==> src/cfl_pkg.sv <==
// Shared types and constants for the chunk free-list allocator.
// Used by cfl_ctrl, cfl_datapath and the top level; no dependencies.
package cfl_pkg;

    localparam int NUM_CHUNKS = 1024;
    localparam int MAX_RUN    = 64;

    localparam int IDX_W  = 10;
    localparam int CNT_W  = 11;
    localparam int RUN_W  = 7;
    localparam int TYPE_W = 8;
    localparam int OP_W   = 2;
    localparam int ST_W   = 2;

    localparam logic [CNT_W-1:0] LIMIT_RST     = CNT_W'(1024);
    localparam logic [CNT_W-1:0] FREE_TOTAL_RST = CNT_W'(NUM_CHUNKS);
    localparam logic [IDX_W-1:0] FREE_TAIL_RST  = IDX_W'(NUM_CHUNKS - 1);

    typedef enum logic [OP_W-1:0] {
        OP_ALLOC  = 2'd0,
        OP_FREE   = 2'd1,
        OP_SWEEP  = 2'd2,
        OP_SPLICE = 2'd3
    } op_t;

    typedef enum logic [ST_W-1:0] {
        ST_OK      = 2'd0,
        ST_BAD_RUN = 2'd1,
        ST_SHORT   = 2'd2
    } status_t;

    // Commands from the controller to the datapath.
    typedef struct packed {
        logic init_step;
        logic load_req;
        logic emit_reject;
        logic emit_update;
        logic emit_grant;
    } cmd_t;

    // Status from the datapath to the controller.
    typedef struct packed {
        logic init_last;
        logic op_alloc;
        logic reject;
        logic grant_last;
        logic out_free;
    } sts_t;

    // An index beyond the heap reads as chunk zero.
    function automatic logic [IDX_W-1:0] safe_idx(input logic [IDX_W-1:0] v);
        safe_idx = (int'(v) < NUM_CHUNKS) ? v : '0;
    endfunction

endpackage

==> src/cfl_ctrl.sv <==
// Controller state machine of the chunk free-list allocator.
// Depends on cfl_pkg for the command and status structs.
module cfl_ctrl (
    input  logic          aclk,
    input  logic          aresetn,
    input  logic          s_valid,
    output logic          s_ready,
    input  cfl_pkg::sts_t sts,
    output cfl_pkg::cmd_t cmd
);
    import cfl_pkg::*;

    typedef enum logic [2:0] {
        FSM_INIT,
        FSM_IDLE,
        FSM_EXEC,
        FSM_ALLOC_RD,
        FSM_ALLOC_EMIT
    } state_t;

    state_t state_reg, state_next;

    always_comb begin
        state_next = state_reg;
        cmd        = '0;
        case (state_reg)
            FSM_INIT: begin
                cmd.init_step = 1'b1;
                if (sts.init_last) begin
                    state_next = FSM_IDLE;
                end
            end
            FSM_IDLE: begin
                if (s_valid) begin
                    cmd.load_req = 1'b1;
                    state_next   = FSM_EXEC;
                end
            end
            FSM_EXEC: begin
                if (sts.op_alloc && !sts.reject) begin
                    state_next = FSM_ALLOC_RD;
                end else if (sts.out_free) begin
                    cmd.emit_reject = sts.op_alloc;
                    cmd.emit_update = !sts.op_alloc;
                    state_next      = FSM_IDLE;
                end
            end
            FSM_ALLOC_RD: begin
                // The link read of the current head is in flight.
                state_next = FSM_ALLOC_EMIT;
            end
            FSM_ALLOC_EMIT: begin
                if (sts.out_free) begin
                    cmd.emit_grant = 1'b1;
                    state_next     = sts.grant_last ? FSM_IDLE : FSM_ALLOC_RD;
                end
            end
            default: begin
                state_next = FSM_IDLE;
            end
        endcase
    end

    always_ff @(posedge aclk) begin
        if (!aresetn) begin
            state_reg <= FSM_INIT;
        end else begin
            state_reg <= state_next;
        end
    end

    assign s_ready = (state_reg == FSM_IDLE);

endmodule

==> config.mk <==
export PLATFORM = sky130hd
export DESIGN_NAME = cfl_ctrl
export DESIGN_NICKNAME = d
export VERILOG_FILES = /design/src/cfl_pkg.sv /design/src/cfl_ctrl.sv
export SDC_FILE = /design/constraint.sdc
export NUM_CORES = 1
export LEC_CHECK = 0
export ABC_AREA = 1
export BUFFER_PORTS_ARGS = -buffer_cell sky130_fd_sc_hd__buf_2
export CAP_MARGIN = 20
export CORE_AREA = 8 8 45 47
export CTS_CLUSTER_DIAMETER = 30
export DETAILED_ROUTE_END_ITERATION = 6
export DIE_AREA = 0 0 53 55
export SYNTH_ARGS = -nofsm -noshare
export SYNTH_HDL_FRONTEND = slang
export SYNTH_SLANG_ARGS = --single-unit
export TNS_END_PERCENT = 20
==> constraint.sdc <==
create_clock -name aclk -period 1.4 [get_ports aclk]
set_input_delay 0.14 -clock aclk [delete_from_list [all_inputs] [get_ports aclk]]
set_output_delay 0.14 -clock aclk [all_outputs]
set_load 0.03 [all_outputs]
==> summary by stage, run 1 <==
Outcome
The run finished with clean final reports.

STA
The final-report setup violation count is 0. After layout, the minimum clock period comes to 1.30 ns. Setup repair after global routing left no endpoint under its margin. The worst clock skew is 0.000648 ns. The final number of max-transition violations is 0. The final number of hold-violating endpoints was 0. The final period utilization is 92.8%. The sum of negative setup slack is 0 ns. The relative max-transition margin is 86.9%.

At the pin with the least slew margin, the transition time is 0.196 ns. Once routing completed, OpenROAD measured the worst setup slack at 0.100 ns. The maximum operating frequency is 0.769 GHz.

Routing
After detailed routing, the number of remaining DRC violations is 0. The routed layout has 297 vias. The first TritonRoute pass finished after 2 iterations. The number of DRC markers in iteration 0 is 1. The average wire per cell in the routed design is 8.46 µm.

The final layout contains routed wiring with a total length of 643 µm. In the routed layout, each cell is associated on average with a via count of 3.91. Once detail routing completed, the nets flagged for antenna violations numbered 0.

Global routing
The leftover overflow at the end of global routing is 0. The number of antenna violations at the first check in global routing came to 0. The largest net degree at the start of global routing is 7.

The via count of the first global-routing pass is 290. The total routing usage reported by global routing is 4.97%. The first global-routing pass estimated 1.08 mm of wire.

Synthesis
The top-area cell type share of the netlist area is 23.0%. The mapped netlist covers 262 µm². The sequential-to-total area share from yosys stat is 23.0%.

The number of warnings printed during yosys synthesis is 0. After synthesis, the cell types taking the most area are dfxtp_1 23%, inv_1 10%, nand2_1 8.6%. The synthesized area per cell is 6.08 µm². The number of distinct standard cells referenced by the synthesized netlist is 14. In this run, synthesis produced a sequential element count of 3.

The synthesized netlist net count is 51. Summed over all instances, the cell type with the most area after synthesis is dfxtp_1. Counting every instance in the synthesized netlist gives 43.

Worst setup path
The endpoint type of the worst setup path is an output port. The family with the most delay on the worst path is flip-flops. For this run, the slowest stage of the critical path takes 0.33 ns. The critical path goes through inv_2 > nand3_2 > nor3_1 > buf_2. The category of the most critical setup path is register to output port. The worst setup path is launched from a register. The slowest cell on the critical path is dfxtp_1. For the worst setup path, the data arrival time is 1.16 ns. The worst path required time is 1.26 ns. The count of buffer and inverter cells on the critical path is 2. In this run the worst path has a maximum fanout of 6.

Placed design
The pre-CTS setup slack is 0.314 ns. The congestion estimate from routability-driven global placement came to 0.691. Detailed placement finished with a half-perimeter wire length of 568 µm. In this run the cell area measured after placement is 347 µm². The count of port buffers added during placement is 13.

Clock network
TritonCTS created 3 clock buffers. The clock sink count is 3. The depth of the CTS H-tree is 1.

The maximum number of buffers from clock root to sink is 2. The clock tree from TritonCTS is built. The number of hold buffers added after CTS was 0.

The clock reaches the later pin of the worst-skew pair after 0.23 ns. The buffer cell driving the clock tree root is clkbuf_4. The post-cts resize count is 0. The count of buffers added by post-CTS timing repair for setup is 0. Clock-pin slew was measured on the worst setup and hold paths at 0.03 ns.

Final layout
The post-layout instance area is 373 µm². The multi-input combinational cell area is 160 µm². The filler cells instantiated in the layout total 164. From synthesis to final layout, the design area changed by 42.6%. Leaving out fill and tap cells, the most frequent cell in the layout is buf_2. The library cells used most frequently in the layout, excluding fill and tap cells, are 13 x buf_2, 7 x inv_1, 6 x nand2_1, 5 x nor2_1.

In the final layout, the share of cells above drive strength 1 is 45.0%. After the last flow step, the layout net total stands at 69. The number of antenna diodes in the final layout is 0. The sequential standard cell area is 60.1 µm². The register with the most flip-flops in the layout has 3 of them.

Floorplan
The die covers 2920 µm². The starting utilization of the core area is 18.9%. The cell row count is 14. During I/O placement, the number of pins put on the boundary was 14. The total area inside the core boundary comes to 1380 µm². The die height is 55 µm. The overall die width is 53 µm.

Power
The analysis attributes to cell leakage a power of 0.000203 µW. The highest ir drop seen on vdd is 0.520 mV. The power density over cell area is 1900 nW/µm².

Run
The count of maximum capacitance violations is 0.

Min path
The worst min-delay path category is input port to register.
[layer usage]
| metal | GRT usage, % | vias to the layer above | part of all wire [%] |
|---|---|---|---|
| met5 | 0 | - | 0 |
| met4 | 3.88 | 0 | 0 |
| met3 | 2.67 | 0 | 12 |
| met2 | 8.20 | 8 | 48 |
| met1 | 4.56 | 122 | 39 |
| li1 | - | 167 | - |
[cell usage after synthesis]
library cell	number
nor3_1	2
nand2_1	6
nor2_1	5
nand3_2	2
inv_2	4
o211ai_1	1
nand3_1	4
nand2_2	1
inv_1	7
nand3b_1	2
a21oi_1	2
nor2_2	3
dfxtp_1	3
nor2_4	1
[through the flow]
| step | cells | util, % | hold WS, ns | total power (µW) |
|---|---|---|---|---|
| 4_1_cts | 76 | 26.9 | 0.137 | 722 |
| 6_report | 76 | 26.9 | 0.146 | 707 |
| 3_5_place_dp | 72 | 25.0 | 0.384 | 565 |
| 2_1_floorplan | 43 | - | 0.260 | 473 |
| 5_1_grt | 76 | 26.9 | 0.165 | 773 |
| 3_3_place_gp | 72 | 25.0 | 0.383 | 562 |
[worst min-delay path, stage by stage]
cell and delay [ns]:
buf_2 0.10, nand2_1 0.05, nor2_1 0.03
[path summary, 6_finish.rpt]
kind | cells past startpoint | from | to | slack, ns
max | 4 | state_reg[2]$_SDFFE_PN0P_ | cmd[1] | 0.10
min | 3 | aresetn | state_reg[1]$_SDFFE_PN0P_ | 0.15
max reg2reg | 8 | state_reg[1]$_SDFFE_PN0P_ | state_reg[1]$_SDFFE_PN0P_ | 0.32
min reg2reg | 2 | state_reg[1]$_SDFFE_PN0P_ | state_reg[2]$_SDFFE_PN0P_ | 0.54
[cells by family (layout without fill, tap and decap cells)]
family / count (synthesis) / count (layout) / share of synthesized area, %
AO/OA/AOI/OAI: 3 / 3 / 6.70
flip-flops: 3 / 3 / 23.0
buffers and inverters: 11 / 28 / 15.8
AND/OR/NAND/NOR: 26 / 26 / 54.5
[power by group]
group | internal [µW] | switching (µW) | total (µW)
Sequential | 113 | 37.0 | 150
Combinational | 138 | 269 | 408
Clock | 107 | 42.0 | 149
[layout make-up]
type / instances / area share [%]
repair buffers: 13 / 17.4
clock buffers: 4 / 7.05
flip-flops and latches: 3 / 16.1
inverters: 11 / 11.1
multi-input cells: 29 / 43.0
well taps: 16 / 5.37
No activity file was read; power rests on OpenSTA's default activity.
==> run 2, diff against run 1 <==
--- a/config.mk
+++ b/config.mk
@@ -12,6 +12,7 @@
 export CTS_CLUSTER_DIAMETER = 30
 export DETAILED_ROUTE_END_ITERATION = 6
 export DIE_AREA = 0 0 53 55
+export RECOVER_POWER = 50
 export SYNTH_ARGS = -nofsm -noshare
 export SYNTH_HDL_FRONTEND = slang
 export SYNTH_SLANG_ARGS = --single-unit
==> summary by stage, run 2 (same netlist as run 1, synthesis figures left out) <==
Routing
The count of nets left with antenna violations after detail routing is 0 (unchanged). The number of vias after detailed routing is 295 (-0.67%). The number of DRC markers in iteration 0 is 2 (+1). The average vias per placed instance is 3.88 (-0.67%).

The average wire per cell in the routed design is 8.51 µm (+0.62%). The routed wire length is 647 µm (+0.62%). The total iterations of the first detailed-routing run came to 2 (unchanged). The DRC violation count after routing is 0 (unchanged).

Placed design
The count of port buffers added during placement is 13 (unchanged). The cell total after placement is 72 (unchanged). The routability congestion estimate is 0.691 (unchanged). The total half-perimeter wirelength after legalization and detailed placement came to 568 µm (unchanged). The cell area after placement is 347 µm² (unchanged).

Final layout
The most common cell after layout, fill and taps aside is buf_2. The count of inserted antenna diode cells is 0 (unchanged). The flip-flop count of the largest register after layout is 3 (unchanged). The count of fill cells added during filler insertion came to 164 (unchanged). The net count reported at finish is 69 (unchanged).

The final instance count without filler cells was 76 (unchanged). The post-layout instance area is 370 µm² (-0.67%). Compared with the post-synthesis result, the final layout area differs by 41.6%.

The fraction of final layout cells sized beyond drive strength 1 is 43.3% (-1.7 points). In the layout the commonest cells are 12 x buf_2, 7 x inv_1, 6 x nor2_1, 6 x nand2_1.

Worst setup path
The critical path arrival is 1.16 ns (about the same). STA classifies the critical path endpoint as an output port. The setup slack on the worst flop-to-flop path is 0.27 ns (-0.05 ns). The category of the most critical setup path is register to output port. The slowest cell on the critical path is dfxtp_1. In this design, the largest share of critical-path delay is due to flip-flops. STA classifies the critical path startpoint as a register.

The worst path required time is 1.26 ns (about the same). The delay of the slowest critical-path stage was 0.33 ns (about the same). Traced cell by cell, the critical path runs through inv_2 > nand3_2 > nor3_1 > buf_2. The count of buffer and inverter cells on the critical path is 2 (unchanged). The top fanout value on the critical path is 6 (unchanged).

Power
The static leakage came to 0.000203 µW (-0.14%). The switching power is 347 µW (-0.45%). The sum of internal, switching and leakage power came to 704 µW (-0.41%). The combinational fraction of design power came to 57.5% (-0.2 points). The switching fraction of total power was 49.3% (about the same). The cell internal power dissipation came to 357 µW (-0.37%). The highest ir drop seen on vdd is 0.514 mV (-1.1%). The proportion of power drawn by the clock network was 21.1% (about the same).

The power density over cell area is 1900 nW/µm² (+0.27%). The sequential cell fraction of total power is 21.4% (about the same).

Floorplan
The area of the core was 1380 µm² (unchanged). The die height is 55 µm (unchanged). The floorplan die area came to 2920 µm² (unchanged). The overall die width is 53 µm (unchanged).

The starting utilization of the core area is 18.9% (unchanged). The total I/O pin count is 14 (unchanged). The cell row count is 14 (unchanged).

Clock network
The clock tree from TritonCTS is built. The buffer cell driving the clock tree root is clkbuf_4. The clock sink count came to 3 (unchanged). The count of buffers added by post-CTS timing repair for setup came to 0 (unchanged). The number of buffers inserted by hold repair at cts is 0 (unchanged). The insertion delay of the later-clocked pin in the worst-skew pair is 0.23 ns (about the same). The number of clock buffers inserted by TritonCTS came to 3 (unchanged). The maximum number of buffers from clock root to sink is 2 (unchanged). The post-cts resize count is 0 (unchanged).

The depth of the CTS H-tree is 1 (unchanged). The clock-pin slew reported for the worst setup and hold paths after clock tree synthesis is 0.03 ns (about the same).

Global routing
The total routing usage reported by global routing is 4.97% (unchanged). The via count of the first global-routing pass is 290 (unchanged). The number of antenna violations at the first check in global routing is 0 (unchanged). The first-pass GRT wire length came to 1.08 mm (unchanged). The leftover overflow at the end of global routing is 0 (unchanged). The largest net degree at the start of global routing is 7 (unchanged).

STA
The final critical delay including setup and external delays was 1.30 ns (+0.00191 ns). Setup repair after global routing left no endpoint under its margin. The final number of max-transition violations was 0 (unchanged).

The slew of the pin with the lowest slew margin is 0.232 ns (+0.0360 ns). The maximum operating frequency was 0.768 GHz (-0.15%). The relative max-transition margin is 84.5% (-2.4 points).

The final-report setup violation count is 0 (unchanged). The final number of hold-violating endpoints was 0 (unchanged). The final period utilization is 93.0% (+0.14 points). The sum of negative setup slack is 0 ns (unchanged). The worst clock skew was 0.000648 ns (unchanged).

Outcome
The flow ran to the end, and the final reports show no timing, DRC or antenna violations.

Run
The count of maximum capacitance violations is 0 (unchanged).

Min path
The worst min-delay path category is input port to register.
run 2: changes by cell type in the layout (fill, tap and decap cells not counted), sizes merged:
cell and change:
buf -1, clkbuf +1
run 2: final cells by class:
type | instances | area [µm²] | area share (%)
clock buffer | 4 | 26.3 | 7.09
sequential | 3 | 60.1 | 16.2
timing repair buffer | 13 | 65.1 | 17.6
inverter | 11 | 41.3 | 11.1
multi-input combinational | 29 | 158 | 42.6
tap | 16 | 20.0 | 5.41
run 2: stage by stage:
step	hold slack, ns	utilization [%]	setup slack, ns
after floorplan	0.260	-	0.0564
after global placement	0.383	25.0	0.321
after detailed placement	0.384	25.0	0.314
after CTS	0.137	26.9	0.0858
after global routing	0.165	26.8	0.00681
final	0.146	26.8	0.0982
run 2: worst min-delay path, delay by kind of cell:
family        cells  cell delay, ns
buf+inv           1            0.10
simple gates      2            0.08
run 2: per-layer routing:
| layer | up-vias | wire [µm] | global-route usage [%] |
|---|---|---|---|
| li1 | 166 | - | - |
| met2 | 8 | 310 | 8.20 |
| met3 | 0 | 80 | 2.67 |
| met1 | 121 | 256 | 4.56 |
| met5 | - | 0 | 0 |
| met4 | 0 | 0 | 3.88 |
run 2: worst paths after layout:
| check | start | to | cells past startpoint |
|---|---|---|---|
| worst max-delay path | state_reg[2]$_SDFFE_PN0P_ | cmd[1] | 4 |
| worst min-delay path | aresetn | state_reg[1]$_SDFFE_PN0P_ | 3 |
| worst max register to register | state_reg[2]$_SDFFE_PN0P_ | state_reg[1]$_SDFFE_PN0P_ | 8 |
| worst min register to register | state_reg[1]$_SDFFE_PN0P_ | state_reg[2]$_SDFFE_PN0P_ | 2 |
run 2: power by group through the flow:
stage	registers [µW]	logic, µW	clock network (µW)
final	150	405	149
after global routing	156	453	161
after global placement	151	410	0
after floorplan	147	326	0
after detailed placement	151	414	0
after CTS	150	415	157
==> run 3, diff against run 2 <==
--- a/config.mk
+++ b/config.mk
@@ -9,6 +9,7 @@
 export BUFFER_PORTS_ARGS = -buffer_cell sky130_fd_sc_hd__buf_2
 export CAP_MARGIN = 20
 export CORE_AREA = 8 8 45 47
+export CTS_BUF_LIST = sky130_fd_sc_hd__clkbuf_8
 export CTS_CLUSTER_DIAMETER = 30
 export DETAILED_ROUTE_END_ITERATION = 6
 export DIE_AREA = 0 0 53 55
==> summary by stage, run 3 (same netlist as run 1, synthesis figures left out) <==
Routing
The average vias per placed instance is 3.92 (+1.0%). The total iterations of the first detailed-routing run is 2 (unchanged). The number of vias after detailed routing is 298 (+1.0%). The count of nets left with antenna violations after detail routing is 0 (unchanged). The average wire per cell in the routed design is 8.71 µm (+2.3%).

The DRC violation count after routing is 0 (unchanged). The number of DRC markers in iteration 0 is 2 (unchanged). The routed wire length is 662 µm (+2.3%).

Global routing
The number of antenna violations at the first check in global routing was 0 (unchanged). The total routing usage reported by global routing was 5.52% (+0.55 points). The leftover overflow at the end of global routing is 0 (unchanged). The via count of the first global-routing pass is 295 (+1.7%).

The first-pass GRT wire length was 1.15 mm (+7.1%). The largest net degree at the start of global routing is 7 (unchanged).

STA
The maximum operating frequency was 0.777 GHz (+1.2%). The relative max-transition margin is 84.5% (unchanged). Setup repair after global routing left no endpoint under its margin. The final period utilization is 91.9% (-1.1 points). The final-report setup violation count is 0 (unchanged). The final critical delay including setup and external delays is 1.29 ns (-0.0156 ns). The setup slack of the critical path after layout is 0.114 ns (+0.0156 ns). The worst clock skew is 0.00125 ns (+0.000607 ns).

The sum of negative setup slack came to 0 ns (unchanged). The slew of the pin with the lowest slew margin is 0.232 ns (-0.000000119 ns). The final number of max-transition violations is 0 (unchanged). The final number of hold-violating endpoints is 0 (unchanged).

Floorplan
The floorplan die area is 2920 µm² (unchanged). The overall die width came to 53 µm (unchanged). The total I/O pin count came to 14 (unchanged). The area of the core came to 1380 µm² (unchanged). The cell row count was 14 (unchanged). The starting utilization of the core area came to 18.9% (unchanged). The die height is 55 µm (unchanged).

Final layout
The fraction of the core area covered by cells at the end of the flow is 28.1% (+1.4 points). The count of inserted antenna diode cells is 0 (unchanged). The flip-flop count of the largest register after layout is 3 (unchanged).

The fraction of final layout cells sized beyond drive strength 1 is 43.3% (unchanged). The net count reported at finish was 69 (unchanged). The layout-stage area growth over the synthesis result is 48.8%. In the layout the commonest cells are 12 x buf_2, 8 x inv_1, 6 x nor2_1, 6 x nand2_1. The most common cell after layout, fill and taps aside is buf_2.

Worst setup path
The top fanout value on the critical path came to 6 (unchanged). The signal on the critical path passes through inv_2 > nand3_2 > nor3_1 > buf_2. The worst setup path is launched from a register. The delay of the slowest critical-path stage is 0.33 ns (about the same). The critical path arrival is 1.15 ns (about the same). The slowest cell on the critical path is dfxtp_1. The endpoint type of the worst setup path is an output port. The worst path required time was 1.26 ns (about the same). The category of the most critical setup path is register to output port.

Placed design
The routability congestion estimate is 0.691 (unchanged). The total half-perimeter wirelength after legalization and detailed placement came to 568 µm (unchanged). The pre-CTS setup slack is 0.314 ns (unchanged).

The count of port buffers added during placement is 13 (unchanged).

Clock network
The maximum number of buffers from clock root to sink is 2 (unchanged). The depth of the CTS H-tree came to 1 (unchanged). The number of clock buffers inserted by TritonCTS came to 3 (unchanged). The count of buffers added by post-CTS timing repair for setup is 0 (unchanged). The insertion delay of the later-clocked pin in the worst-skew pair is 0.21 ns (-0.02 ns). The clock-pin slew reported for the worst setup and hold paths after clock tree synthesis is 0.03 ns (about the same). The post-cts resize count was 0 (unchanged). The clock tree from TritonCTS is built. The number of buffers inserted by hold repair at cts is 0 (unchanged). The buffer cell driving the clock tree root is clkbuf_8. The clock sink count is 3 (unchanged).

Min path
The tightest min-delay check is of the input port to register type.

Power
The static leakage is 0.000215 µW (+5.9%). The power density over cell area is 2050 nW/µm² (+7.9%). The highest ir drop seen on vdd came to 0.650 mV (+27%).

Run
The count of maximum capacitance violations is 0 (unchanged).

Outcome
The flow ran to the end, and the final reports show no timing, DRC or antenna violations.
==> run 3: changes by cell type in the layout (fill, tap and decap cells not counted) <==
cell / delta
clkbuf_1: -1
clkbuf_8: +3
clkbuf_4: -3
inv_1: +1
==> run 3: path summary, 6_finish.rpt <==
| check | cells after the start | startpoint | slack (ns) | end |
|---|---|---|---|---|
| worst min register to register | 2 | state_reg[1]$_SDFFE_PN0P_ | 0.54 | state_reg[2]$_SDFFE_PN0P_ |
| worst min-delay path | 3 | aresetn | 0.16 | state_reg[1]$_SDFFE_PN0P_ |
| worst max-delay path | 4 | state_reg[2]$_SDFFE_PN0P_ | 0.11 | cmd[1] |
| worst max register to register | 8 | state_reg[2]$_SDFFE_PN0P_ | 0.27 | state_reg[1]$_SDFFE_PN0P_ |
==> run 3: final cells by class <==
class                      instances  area (µm²)
clock buffer                       3        41.3
clock inverter                     1        3.75
fill                             163         995
inverter                          11        41.3
multi-input combinational         29         158
sequential                         3        60.1
tap                               16        20.0
timing repair buffer              13        65.1
==> run 3: critical path, delay by kind of cell (launching register included) <==
family	cells	cell delay, ns
simple gates	2	0.26
buf+inv	2	0.33
flops	1	0.33
==> run 3: where the power goes <==
part	internal (µW)	total [µW]	switching (µW)
Sequential	113	150	37.0
Combinational	137	405	268
Clock	187	242	55.9
==> run 3: metal layers <==
metal  share of wire (%)  track usage [%]  vias to the layer above
met5                   0                0                        -
met4                 2.9             5.17                        0
met3                  12             3.48                        2
met2                  45             8.40                       10
met1                  40             5.02                      120
li1                    -                -                      166
==> run 3: metrics by stage <==
stage	cells	power [µW]	hold WS, ns	area [µm²]
global placement	72	562	0.383	347
CTS	76	815	0.158	392
detailed placement	72	565	0.384	347
floorplan	43	473	0.260	262
global route	76	874	0.178	389
finish	76	798	0.161	389
